## src/sv/kpc_pkg.sv

```systemverilog
// ----------------------------------------------------------------------------
// kpc_pkg
// types and constants shared by the key press classifier modules
// ----------------------------------------------------------------------------
package kpc_pkg;

  localparam int unsigned CNT_W  = 8;
  localparam int unsigned ADDR_W = 5;
  localparam int unsigned DATA_W = 32;

  typedef enum logic [2:0] {
    REG_PRESS_LEVEL   = 3'd0,
    REG_MIN_PRESS     = 3'd1,
    REG_LONG_PRESS    = 3'd2,
    REG_HOLD_CAP      = 3'd3,
    REG_DOUBLE_WINDOW = 3'd4
  } reg_idx_t;

  typedef enum logic [1:0] {
    EV_NONE   = 2'd0,
    EV_SINGLE = 2'd1,
    EV_DOUBLE = 2'd2,
    EV_LONG   = 2'd3
  } event_t;

  localparam logic [CNT_W-1:0] MIN_PRESS_RST     = 8'd2;
  localparam logic [CNT_W-1:0] LONG_PRESS_RST    = 8'd100;
  localparam logic [CNT_W-1:0] HOLD_CAP_RST      = 8'd120;
  localparam logic [CNT_W-1:0] DOUBLE_WINDOW_RST = 8'd30;
  localparam logic [CNT_W-1:0] TALLY_MAX         = 8'd255;

  typedef struct packed {
    logic             press_level;
    logic [CNT_W-1:0] min_press_ticks;
    logic [CNT_W-1:0] long_press_ticks;
    logic [CNT_W-1:0] hold_cap_ticks;
    logic [CNT_W-1:0] double_window_ticks;
  } cfg_t;

endpackage

```

## src/sv/key_press_classifier.sv

```systemverilog
// ----------------------------------------------------------------------------
// key_press_classifier
// classifies button presses as single, double or long from sampled pin ticks
// ----------------------------------------------------------------------------
// an accepted tick beat gives its event beat in the following cycle
// throughput: one tick per cycle while the event register is not stalled, set by the single state update stage
// s_tready stays high while the event register is empty or being drained
// reset: synchronous, clears counters and the event register, loads defaults
module key_press_classifier (
  input  logic                       clk,
  input  logic                       rst,
  input  logic                       s_tvalid,
  output logic                       s_tready,
  input  logic [7:0]                 s_tdata,   // [0] pin_level, [7:1] zero
  output logic                       m_tvalid,
  input  logic                       m_tready,
  output logic [7:0]                 m_tdata,   // [1:0] event_code, [7:2] zero
  input  logic                       psel,
  input  logic                       penable,
  input  logic                       pwrite,
  input  logic [kpc_pkg::ADDR_W-1:0] paddr,
  input  logic [kpc_pkg::DATA_W-1:0] pwdata,
  output logic [kpc_pkg::DATA_W-1:0] prdata,
  output logic                       pready
);

  kpc_pkg::cfg_t cfg;
  logic [1:0]    event_code;

  kpc_cfg_regs u_regs (
    .clk     (clk),
    .rst     (rst),
    .psel    (psel),
    .penable (penable),
    .pwrite  (pwrite),
    .paddr   (paddr),
    .pwdata  (pwdata),
    .prdata  (prdata),
    .pready  (pready),
    .cfg     (cfg)
  );

  kpc_core u_core (
    .clk        (clk),
    .rst        (rst),
    .cfg        (cfg),
    .in_valid   (s_tvalid),
    .in_ready   (s_tready),
    .pin_level  (s_tdata[0]),
    .out_valid  (m_tvalid),
    .out_ready  (m_tready),
    .event_code (event_code)
  );

  assign m_tdata = {6'b0, event_code};

endmodule

```

## src/sv/kpc_cfg_regs.sv

```systemverilog
// ----------------------------------------------------------------------------
// kpc_cfg_regs
// apb register file holding the classifier thresholds
// ----------------------------------------------------------------------------
module kpc_cfg_regs (
  input  logic                        clk,
  input  logic                        rst,
  input  logic                        psel,
  input  logic                        penable,
  input  logic                        pwrite,
  input  logic [kpc_pkg::ADDR_W-1:0]  paddr,
  input  logic [kpc_pkg::DATA_W-1:0]  pwdata,
  output logic [kpc_pkg::DATA_W-1:0]  prdata,
  output logic                        pready,
  output kpc_pkg::cfg_t               cfg
);

  logic     wr_en;
  logic [2:0] idx;

  assign pready = 1'b1;
  assign wr_en  = psel && penable && pwrite && pready;
  assign idx    = paddr[kpc_pkg::ADDR_W-1:2];

  always_ff @(posedge clk) begin
    if (rst) begin
      cfg.press_level         <= 1'b0;
      cfg.min_press_ticks     <= kpc_pkg::MIN_PRESS_RST;
      cfg.long_press_ticks    <= kpc_pkg::LONG_PRESS_RST;
      cfg.hold_cap_ticks      <= kpc_pkg::HOLD_CAP_RST;
      cfg.double_window_ticks <= kpc_pkg::DOUBLE_WINDOW_RST;
    end else if (wr_en) begin
      case (idx)
        kpc_pkg::REG_PRESS_LEVEL:   cfg.press_level         <= pwdata[0];
        kpc_pkg::REG_MIN_PRESS:     cfg.min_press_ticks     <= pwdata[7:0];
        kpc_pkg::REG_LONG_PRESS:    cfg.long_press_ticks    <= pwdata[7:0];
        kpc_pkg::REG_HOLD_CAP:      cfg.hold_cap_ticks      <= pwdata[7:0];
        kpc_pkg::REG_DOUBLE_WINDOW: cfg.double_window_ticks <= pwdata[7:0];
        default: ;
      endcase
    end
  end

  always_comb begin
    prdata = '0;
    case (idx)
      kpc_pkg::REG_PRESS_LEVEL:   prdata[0]   = cfg.press_level;
      kpc_pkg::REG_MIN_PRESS:     prdata[7:0] = cfg.min_press_ticks;
      kpc_pkg::REG_LONG_PRESS:    prdata[7:0] = cfg.long_press_ticks;
      kpc_pkg::REG_HOLD_CAP:      prdata[7:0] = cfg.hold_cap_ticks;
      kpc_pkg::REG_DOUBLE_WINDOW: prdata[7:0] = cfg.double_window_ticks;
      default: prdata = '0;
    endcase
  end

endmodule

```

## src/sv/kpc_core.sv

```systemverilog
// ----------------------------------------------------------------------------
// kpc_core
// per-tick hold, window and tally update with a registered event output
// ----------------------------------------------------------------------------
module kpc_core (
  input  logic                    clk,
  input  logic                    rst,
  input  kpc_pkg::cfg_t           cfg,
  input  logic                    in_valid,
  output logic                    in_ready,
  input  logic                    pin_level,
  output logic                    out_valid,
  input  logic                    out_ready,
  output logic [1:0]              event_code
);

  logic [kpc_pkg::CNT_W-1:0] hold_ticks, hold_ticks_next;
  logic [kpc_pkg::CNT_W-1:0] window_ticks, window_ticks_next;
  logic [kpc_pkg::CNT_W-1:0] press_tally, press_tally_next;
  logic                      long_blocked, long_blocked_next;
  kpc_pkg::event_t           ev;
  logic [kpc_pkg::CNT_W:0]   hold_inc;
  logic [kpc_pkg::CNT_W-1:0] win_tmp;
  logic                      accept;

  assign in_ready = !out_valid || out_ready;
  assign accept   = in_valid && in_ready;
  assign hold_inc = {1'b0, hold_ticks} + {{kpc_pkg::CNT_W{1'b0}}, 1'b1};

  always_comb begin
    hold_ticks_next   = hold_ticks;
    window_ticks_next = window_ticks;
    press_tally_next  = press_tally;
    long_blocked_next = long_blocked;
    ev                = kpc_pkg::EV_NONE;
    win_tmp           = window_ticks;
    if (pin_level == cfg.press_level) begin
      if (hold_inc >= {1'b0, cfg.hold_cap_ticks}) begin
        hold_ticks_next = cfg.hold_cap_ticks;
      end else begin
        hold_ticks_next = hold_inc[kpc_pkg::CNT_W-1:0];
      end
    end else begin
      if (hold_ticks >= cfg.long_press_ticks && !long_blocked) begin
        ev = kpc_pkg::EV_LONG;
      end else if (hold_ticks >= cfg.min_press_ticks) begin
        if (press_tally != kpc_pkg::TALLY_MAX) begin
          press_tally_next = press_tally + 1'b1;
        end
        win_tmp           = cfg.double_window_ticks;
        long_blocked_next = 1'b1;
      end
      hold_ticks_next   = '0;
      window_ticks_next = win_tmp;
      if (win_tmp != '0) begin
        window_ticks_next = win_tmp - 1'b1;
        if (win_tmp == {{(kpc_pkg::CNT_W-1){1'b0}}, 1'b1}) begin
          if (press_tally_next == 8'd1) begin
            ev = kpc_pkg::EV_SINGLE;
          end else if (press_tally_next == 8'd2) begin
            ev = kpc_pkg::EV_DOUBLE;
          end
          press_tally_next  = '0;
          long_blocked_next = 1'b0;
        end
      end
    end
  end

  always_ff @(posedge clk) begin
    if (rst) begin
      hold_ticks   <= '0;
      window_ticks <= '0;
      press_tally  <= '0;
      long_blocked <= 1'b0;
      out_valid    <= 1'b0;
    end else begin
      if (accept) begin
        hold_ticks   <= hold_ticks_next;
        window_ticks <= window_ticks_next;
        press_tally  <= press_tally_next;
        long_blocked <= long_blocked_next;
        out_valid    <= 1'b1;
      end else if (out_ready) begin
        out_valid    <= 1'b0;
      end
    end
  end

  always_ff @(posedge clk) begin
    if (accept) begin
      event_code <= ev;
    end
  end

endmodule

```

## config.mk

```make
export PLATFORM = sky130hd
export DESIGN_NAME = key_press_classifier
export DESIGN_NICKNAME = d
export VERILOG_FILES = /design/src/sv/kpc_pkg.sv /design/src/sv/key_press_classifier.sv /design/src/sv/kpc_cfg_regs.sv /design/src/sv/kpc_core.sv
export SDC_FILE = /design/constraint.sdc
export NUM_CORES = 1
export LEC_CHECK = 0
export BUFFER_PORTS_ARGS = -buffer_cell sky130_fd_sc_hd__buf_2
export CORE_ASPECT_RATIO = 0.9
export CORE_MARGIN = 4
export CORE_UTILIZATION = 39
export DETAILED_ROUTE_END_ITERATION = 16
export SKIP_LAST_GASP = 1
export SLEW_MARGIN = 25
export SYNTH_ARGS = -nofsm -noshare
export SYNTH_HDL_FRONTEND = slang
export SYNTH_SLANG_ARGS = --single-unit
export TNS_END_PERCENT = 5
```

## constraint.sdc

```tcl
create_clock -name clk -period 5.2 [get_ports clk]
set_input_delay 0.52 -clock clk [delete_from_list [all_inputs] [get_ports clk]]
set_output_delay 0.52 -clock clk [all_outputs]
set_load 0.01 [all_outputs]
```

==> run_results.csv, run 1 <==
group,metric,value,unit
cts,hold_buffers,0,
synth,synthAdderAreaFrac,8.08,%
timing,worst_pin_slew,0.931,ns
layout,fillCellCount,1082,
drt,viasPerCell,5.32,
timing,hold_viol,0,
grt,grt_first_pass_wirelength,18800,um
place,dpl.hpwl,8140,um
synth,yosys.area_share.xor_xnor,2.63,%
timing,setup_viol,0,
layout,multi_input_area,2740,sq um
place,dpl_worst_slack,0.907,ns
layout,area_growth_syn_to_layout,11.4,%
synth,ys_ff_latch,61,
run_status,status,"completed",
cts,clk_latency,0.33,ns
drt,wl,11300,um
power,p_leak,2.03,nW
cts,root_buffer,"clkbuf_16",
cts,ctsLongestPathBuffers,2,
worst_hold_path,hold_path_class,"primary input to register",
timing,skew,0.00603,ns
setup_path,cp_num_buf_inv,1,
grt,grt_max_degree,45,
cts,cts_tree,"built",
setup_path,crit_family,"simple AND/OR/NAND/NOR gates",
setup_path,cp-end-kind,"register",
setup_path,critPathMaxFanout,14,
place,routabilityCongestion,0.836,
drt,drtAntennaViolNets,0,
synth,ys.flop_type,"dfxtp_1",
timing,drv_slew,0,
cts,cts_buffers,9,
drt,wl_per_cell,15.9,um
synth,synth_cell_types,65,
die,die_y,108,um
cts,post_cts_resized,0,
timing,slew_headroom,37.6,%
setup_path,critPathSlowestCell,"or4_1",
grt,antenna_found_initial,0,
timing,fmax,231,MHz
cts,cts.sinks,61,
die,rows,36,
grt,grt_pass1_vias,3716,
cts,clkSlewWorstSetupHoldPaths,0.05,ns
die,core,10900,sq um
die,die_width,119,um
timing,setup_ws,0.874,ns
run,cap_violations,0,
timing,fin_tns_setup,0,ns
layout,seqCellArea,1240,sq um
setup_path,cp-start-kind,"register",
synth,yosys-mux-area-fraction,11.6,%
grt,gr-total-overflow,0,
synth,seq_area_frac_synth,28.6,%
setup_path,critical_path_class,"register to register",
synth,synth-simple-area-share,19.5,%
synth,syn_area,4340,sq um
synth,synth_top_family_by_area,"simple AND/OR/NAND/NOR gates",
synth,yosys_warnings,0,
synth,ys_async_sr_fraction,0,%
timing,min_period,4.33,ns
die,initial_core_util,39.9,%
synth,synth.avg_cell_area,8.12,sq um
die,die_area,12900,sq um
place,portBuffers,30,
drt,drt_iter0_drc,327,
power,ir_drop,0.000175,V
setup_path,slowest_delay,0.51,ns
synth,synth_cells,534,
grt,track_usage,18.2,%
drt,drc,0,
cts,cts_setup_buffers,0,
layout,drive_above_1_share,11.8,%
setup_path,cp_data_required_time,5.28,ns
synth,synth_compound_area_share,18.6,%
power,p_per_area,299,nW/um^2
layout,antenna_cells,0,
cts,htreeDepth,3,
setup_path,cp_cell_sequence,"inv_1 -> ha_1 -> nand2b_1 -> a2111o_1 -> a32o_2 -> nor2_4 -> mux2i_1 -> ha_1 -> nand2b_1 -> or4_1 -> o31a_1 -> or3_1 -> o211a_1",
timing,grt_setup_unrepaired,"false",
layout,fin_nets,635,
die,io_pins,95,
timing,finalCritPeriodShare,83.2,%
drt,vias,3787,
setup_path,critPathArrivalTime,4.41,ns
drt,drt_first_pass_iters,5,
synth,synth_edf_count,2,
[cell usage in the layout, fill, tap and decap left out, types with 3 or more instances in the layout]
master	netlist	layout
or3_1	5	5
nand3b_1	3	3
xnor2_1	7	7
ha_1	28	28
clkbuf_16	0	9
inv_1	36	36
o22ai_1	10	10
dfxtp_1	59	59
nor4_1	5	5
a32oi_1	3	3
o211ai_1	5	5
buf_4	32	5
nor2b_1	5	5
or4_1	3	3
o31ai_1	5	5
nor2_1	49	49
buf_2	3	30
conb_1	2	31
nand2b_1	9	9
and3_1	4	4
xor2_1	6	6
a22oi_1	8	8
nand2_1	42	42
nand3_1	18	18
a21oi_1	29	29
mux2i_1	48	48
a2bb2oi_1	8	8
a31oi_1	6	6
nor3_1	19	19
o21ai_0	18	18
[sequential cells by signal (all words and copies together), names as in the netlist]
| name | cells |
|---|---|
| u_core.out_valid | 1 |
| u_regs.cfg | 33 |
| u_core.long_blocked | 1 |
| u_core.window_ticks | 8 |
| u_core.event_code | 2 |
| u_core.press_tally | 8 |
| u_core.hold_ticks | 8 |
[metrics by stage]
stage	utilization, %	power (mW)	cell area [sq um]	std cells	hold slack, ns
after floorplan	-	0.731	4440	563	0.454
after detailed placement	41.4	0.780	4500	696	0.479
after global routing	44.5	1.50	4830	712	0.472
after global placement	41.4	0.773	4500	696	0.473
after CTS	44.5	1.45	4830	712	0.429
final	44.5	1.44	4830	712	0.437
[area by class of cell]
cell class / instances / share of cell area, %
multi-input cells: 411 / 56.7
repair buffers: 35 / 3.89
clock inverters: 5 / 1.68
clock buffers: 11 / 5.23
well taps: 152 / 3.94
flip-flops and latches: 61 / 25.7
inverters: 37 / 2.88
[cell usage after synthesis (2+ instances only)]
cell type | count | share of area (%)
clkbuf_1 | 16 | 1.4
inv_1 | 36 | 3.1
nor2_1 | 49 | 4.2
or3_1 | 5 | 0.72
o32ai_1 | 2 | 0.40
edfxtp_1 | 2 | 1.4
nand3_1 | 18 | 2.1
and3_1 | 4 | 0.58
xnor2_1 | 7 | 1.4
nor4_1 | 5 | 0.72
mux2i_1 | 48 | 11
nand2_1 | 42 | 3.6
nor2b_1 | 5 | 0.72
a32oi_1 | 3 | 0.61
a31oi_1 | 6 | 0.87
o21ai_0 | 18 | 2.1
conb_1 | 2 | 0.17
or4_1 | 3 | 0.52
dfxtp_1 | 59 | 27
buf_1 | 3 | 0.26
ha_1 | 28 | 8.1
a2bb2oi_1 | 8 | 1.6
a211oi_1 | 2 | 0.35
a21oi_1 | 29 | 3.3
buf_2 | 3 | 0.35
xor2_1 | 6 | 1.2
nor3_2 | 2 | 0.46
o31ai_1 | 5 | 0.87
o22ai_1 | 10 | 1.4
nand3b_1 | 3 | 0.52
nor3_1 | 19 | 2.2
a22oi_1 | 8 | 1.4
o211ai_1 | 5 | 0.87
a21o_1 | 2 | 0.35
and2_1 | 2 | 0.29
buf_4 | 32 | 5.5
nand2b_1 | 9 | 1.3
[per-layer routing]
layer	track usage, %	share of wire, %	vias to the layer above
met1	22.8	47	1798
met2	30.5	48	84
met3	4.34	4.8	8
met5	0	0	-
li1	-	-	1897
met4	6.37	1.1	0
[where the power goes]
part / total (mW) / internal, mW / switching, mW
logic: 0.268 / 0.102 / 0.166
registers: 0.506 / 0.487 / 0.0187
clock network: 0.671 / 0.446 / 0.226
[worst register-to-register path: stages (launching register included)]
cell and delay, ns:
dfxtp_1 0.41, inv_1 0.12, ha_1 0.28, nand2b_1 0.14
a2111o_1 0.45, a32o_2 0.34, nor2_4 0.34, mux2i_1 0.18
ha_1 0.32, nand2b_1 0.23, or4_1 0.51, o31a_1 0.28
or3_1 0.37, o211a_1 0.12
[final timing paths]
| check | from | endpoint | slack [ns] | cells past startpoint |
|---|---|---|---|---|
| worst max-delay path | u_core.hold_ticks[0] | u_core.event_code[1] | 0.87 | 13 |
| worst min-delay path | s_tvalid | u_core.out_valid | 0.44 | 3 |
| worst max register to register | u_core.hold_ticks[0] | u_core.event_code[1] | 0.87 | 13 |
| worst min register to register | u_core.window_ticks[1] | u_core.window_ticks[1] | 0.48 | 2 |
[logic make-up after synthesis]
logic type      count (synthesis)
flops                          61
buf+inv                        91
xor+xnor                       13
compound gates                117
mux                            50
other cells                     2
simple gates                  172
fa+ha+maj                      28
Power figures use the tool's default switching activity.
==> run 2: changes to the inputs <==
==> constraint.sdc (replaced) <==
create_clock -name clk -period 4.4 [get_ports clk]
set_input_delay 0.44 -clock clk [delete_from_list [all_inputs] [get_ports clk]]
set_output_delay 0.44 -clock clk [all_outputs]
set_load 0.01 [all_outputs]
==> run 2 against run 1 <==
  * Register-to-register slack worse by 0.39 ns
  * Highest routed layer unchanged
  * First-iteration DRC count down 30%
  * Fmax up 11%
  * Largest cell class unchanged
  * Critical endpoint unchanged
  * Clock skew up 0.0014 ns
==> run_results.csv, run 2 (synthesized netlist as in run 1, its figures left out) <==
group,metric,value,unit
run_status,status,"completed",
power,p_per_area,346,nW/um^2
cts,cts_tree,"built",
die,io_pins,95,
die,rows,36,
setup_path,timing.rr.start,"u_core.hold_ticks[0]",
timing,finalCritPeriodShare,88.9,%
cts,root_buffer,"clkbuf_16",
grt,grt_pass1_vias,3587,
place,dpl_worst_slack,0.501,ns
drt,drt_first_pass_iters,5,
layout,area_growth_syn_to_layout,11.5,%
timing,setup_ws,0.489,ns
setup_path,rr_worst_depth,13,
timing,drv_slew,0,
setup_path,cp-end-kind,"register",
die,die_width,119,um
timing,worst_pin_slew,1.03,ns
setup_path,critical_path_class,"register to register",
layout,largest_reg_flops,33,
setup_path,r2r_end,"u_core.event_code[1]",
setup_path,setup.worst_path.start,"u_core.hold_ticks[0]",
layout,regMostFlops,"u_regs.cfg",
cts,cts_buffers,9,
setup_path,cp_data_required_time,4.50,ns
place,dpl.hpwl,8160,um
power,ir_drop,0.000224,V
drt,drc,0,
grt,grt_max_degree,45,
layout,fin_nets,637,
timing,skew,0.00744,ns
drt,vias,3790,
timing,setup_viol,0,
cts,hold_buffers,0,
setup_path,critPathArrivalTime,4.01,ns
cts,cts_setup_buffers,0,
place,routabilityCongestion,0.819,
setup_path,r2r_setup_slack,0.49,ns
cts,cts.sinks,61,
grt,track_usage,17.6,%
place,portBuffers,30,
die,core,10900,sq um
grt,antenna_found_initial,0,
worst_hold_path,hold_depth,3,
drt,wl,11300,um
run,cap_violations,0,
drt,viasPerCell,5.31,
timing,fmax,256,MHz
layout,final_common_cell,"dfxtp_1",
timing,hold_viol,0,
timing,fin_tns_setup,0,ns
setup_path,cp-start-kind,"register",
cts,clk_latency,0.34,ns
drt,wl_per_cell,15.8,um
layout,fin_util,44.5,%
cts,ctsLongestPathBuffers,2,
grt,grt_first_pass_wirelength,18200,um
grt,gr-total-overflow,0,
setup_path,critPathMaxFanout,6,
cts,post_cts_resized,0,
cts,clkSlewWorstSetupHoldPaths,0.06,ns
power,p_leak,2.04,nW
layout,layout_common_cells,"59 x dfxtp_1, 49 x nor2_1, 48 x mux2i_1",
timing,slew_headroom,31.1,%
worst_hold_path,min_from,"s_tvalid",
cts,htreeDepth,3,
drt,drt_iter0_drc,229,
layout,antenna_cells,0,
layout,drive_above_1_share,11.9,%
timing,min_period,3.91,ns
timing,grt_setup_unrepaired,"false",
die,initial_core_util,39.9,%
worst_hold_path,hold_path_class,"primary input to register",
drt,drtAntennaViolNets,0,
die,die_y,108,um
worst_hold_path,min_to,"u_core.out_valid",
die,die_area,12900,sq um
-- run 2: worst max-delay path by stage --
stage,to,slack (ns)
finish,u_core.event_code[1],0.49
global route,u_core.event_code[1],0.28
CTS,u_core.event_code[1],0.48
detailed placement,u_core.event_code[1],0.50
global placement,u_core.event_code[1],0.58
floorplan,u_core.event_code[1],0.39
-- run 2: final cells by class --
class	count	area, sq um
multi-input cells	411	2740
fillers	1080	6020
repair buffers	37	203
flip-flops and latches	61	1240
inverters	37	139
clock buffers	12	268
well taps	152	190
clock inverters	4	53.8
-- run 2: worst max-delay path, cell delays in order (launching register included) --
cell      delay [ns]
dfxtp_1         0.42
inv_1           0.11
ha_1            0.28
nand2b_1        0.14
a2111o_1        0.46
a32o_2          0.35
nor2_4          0.14
mux2i_1         0.11
ha_1            0.21
nand2b_1        0.17
or4_1           0.50
o31a_1          0.27
or3_1           0.37
o211a_1         0.12
-- run 2: through the flow --
stage	total power, mW	cell area, sq um	hold WS [ns]	cells
6_report	1.67	4830	0.343	714
5_1_grt	1.75	4830	0.377	714
4_1_cts	1.69	4830	0.332	714
3_5_place_dp	0.922	4510	0.487	698
3_3_place_gp	0.917	4510	0.479	698
2_1_floorplan	0.864	4440	0.454	563
-- run 2: where the power goes --
group          total (mW)  internal (mW)  switching, mW
sequential          0.597          0.576         0.0214
clock               0.759          0.489          0.270
combinational       0.316          0.123          0.193
-- run 2: per-layer routing --
metal	GRT usage [%]	routed length (um)	vias to the layer above	part of all wire, %
met4	5.96	159	0	1.4
met1	22.8	5250	1794	47
li1	-	-	1899	-
met3	3.82	580	12	5.1
met5	0	0	-	0
met2	29.2	5290	85	47
==> run 3: changes to the inputs <==
--- a/config.mk
+++ b/config.mk
@@ -5,9 +5,9 @@
 export SDC_FILE = /design/constraint.sdc
 export NUM_CORES = 1
 export LEC_CHECK = 0
-export BUFFER_PORTS_ARGS = -buffer_cell sky130_fd_sc_hd__buf_2
+export BUFFER_PORTS_ARGS = -buffer_cell sky130_fd_sc_hd__buf_4
 export CORE_ASPECT_RATIO = 0.9
-export CORE_MARGIN = 4
+export CORE_MARGIN = 5
 export CORE_UTILIZATION = 39
 export DETAILED_ROUTE_END_ITERATION = 16
 export SKIP_LAST_GASP = 1
==> run 3 against run 2 <==
  * Die area is 3.6% higher
  * Sequential share of layout area shrank 0.37 points
  * Sequential power barely moved
  * Critical endpoint unchanged
  * Fmax fell by 3.9%
  * Critical path depth unchanged
  * Wire length fell by 1.7%
  * Register-to-register slack got worse by 0.16 ns
  * Total power rose by 1.3%
  * First-iteration DRC count up 47%
  * Cell count decreased by 0.28%
  * Global-route usage decreased by 0.36 points
  * Via count increased by 0.74%
  * Highest routed layer unchanged
==> run_results.csv, run 3 (synthesized netlist as in run 1, its figures left out) <==
group,metric,value,unit
layout,drive_above_1_share,11.6,%
layout,regMostFlops,"u_regs.cfg",
place,placed_cells,697,
cts,clk_latency,0.33,ns
cts,root_buffer,"clkbuf_16",
timing,min_period,4.07,ns
power,ir_drop,0.000190,V
run,cap_violations,0,
grt,grt_pass1_vias,3573,
cts,cts_setup_buffers,0,
drt,viasPerCell,5.36,
worst_hold_path,hold_path_class,"primary input to register",
grt,gr-total-overflow,0,
worst_hold_path,min_from,"pwdata[6]",
layout,instances_no_fill,712,
setup_path,cp-start-kind,"register",
power,p_leak,2.06,nW
drt,drt_iter0_drc,336,
setup_path,cp_data_required_time,4.48,ns
timing,worst_pin_slew,0.926,ns
grt,track_usage,17.3,%
timing,grt_setup_unrepaired,"false",
die,initial_core_util,39.9,%
cts,cts_tree,"built",
setup_path,critical_path_class,"register to register",
layout,antenna_cells,0,
drt,drt_first_pass_iters,7,
timing,slew_headroom,37.9,%
place,dpl.hpwl,8100,um
cts,ctsLongestPathBuffers,2,
timing,finalCritPeriodShare,92.5,%
layout,layout_common_cells,"59 x dfxtp_1, 49 x nor2_1, 48 x mux2i_1",
drt,drtAntennaViolNets,0,
place,routabilityCongestion,0.838,
cts,hold_buffers,0,
drt,vias,3818,
cts,post_cts_resized,0,
grt,antenna_found_initial,0,
drt,wl_per_cell,15.6,um
setup_path,critPathArrivalTime,4.15,ns
cts,htreeDepth,3,
timing,setup_viol,0,
drt,wl,11100,um
timing,hold_viol,0,
layout,final_common_cell,"dfxtp_1",
timing,fmax,246,MHz
place,portBuffers,30,
die,die_width,121,um
die,core,10900,sq um
die,rows,36,
setup_path,timing.rr.start,"u_core.hold_ticks[0]",
die,die_area,13300,sq um
run_status,status,"completed",
layout,area_growth_syn_to_layout,13.1,%
setup_path,setup.worst_path.start,"u_core.hold_ticks[0]",
setup_path,critPathMaxFanout,9,
power,p_per_area,346,nW/um^2
setup_path,cp-end-kind,"register",
cts,cts.sinks,61,
die,io_pins,95,
timing,drv_slew,0,
layout,largest_reg_flops,33,
grt,grt_max_degree,45,
cts,cts_buffers,9,
cts,clkSlewWorstSetupHoldPaths,0.05,ns
layout,fin_nets,636,
timing,fin_tns_setup,0,ns
grt,grt_first_pass_wirelength,18200,um
timing,skew,0.00882,ns
layout,fillCellCount,1079,
drt,drc,0,
die,die_y,110,um
==> run 3: changes by cell type in the layout (fill, tap and decap cells not counted), sizes merged <==
cell / delta
clkinv: +1
clkinvlp: -2
bufinv: +1
buf: -1
clkbuf: -1
==> run 3: critical path, cell delays in order (launching register included) <==
cell      delay (ns)
dfxtp_1         0.41
inv_1           0.11
ha_1            0.27
nand2b_1        0.14
a2111o_1        0.45
a32oi_2         0.31
nand2_4         0.08
mux2i_1         0.19
ha_1            0.34
nand2b_1        0.23
or4_1           0.51
o31a_1          0.28
or3_1           0.37
o211a_1         0.13
==> run 3: area by class of cell <==
| class | instances | area, sq um | share of cell area [%] |
|---|---|---|---|
| repair buffers | 36 | 270 | 5.51 |
| clock inverters | 4 | 70.1 | 1.43 |
| flip-flops and latches | 61 | 1240 | 25.3 |
| multi-input cells | 411 | 2740 | 55.8 |
| inverters | 37 | 139 | 2.83 |
| clock buffers | 11 | 254 | 5.18 |
| well taps | 152 | 190 | 3.88 |
==> run 3: where the power goes <==
part | total [mW] | leakage (nW) | internal (mW) | switching (mW)
Clock | 0.776 | 0.160 | 0.525 | 0.252
Sequential | 0.598 | 0.497 | 0.576 | 0.0219
Combinational | 0.321 | 1.40 | 0.128 | 0.193
Total | 1.69 | 2.06 | 1.23 | 0.467
==> run 3: metrics by stage <==
step	power, mW	instance area, sq um	setup slack [ns]	utilization [%]	hold WS, ns
floorplan	0.864	4440	0.391	-	0.454
global placement	0.921	4580	0.427	42.2	0.475
detailed placement	0.925	4580	0.365	42.2	0.501
CTS	1.71	4900	0.350	45.2	0.349
global route	1.78	4900	0.149	45.2	0.366
finish	1.69	4900	0.332	45.2	0.359
==> run 3: final timing paths <==
| kind | to | cells past startpoint | slack, ns |
|---|---|---|---|
| worst min register to register | u_core.window_ticks[1] | 2 | 0.51 |
| worst max register to register | u_core.event_code[1] | 13 | 0.33 |
| worst max-delay path | u_core.event_code[1] | 13 | 0.33 |
| worst min-delay path | u_regs.cfg[14] | 3 | 0.36 |
==> run 3: layer usage <==
layer  vias up  global-route usage (%)  wire, um
met5         -                       0         0
met4         0                    6.56       245
met3        21                    3.83       699
met2       121                    27.7      5230
met1      1786                    22.9      4920
li1       1890                       -         -
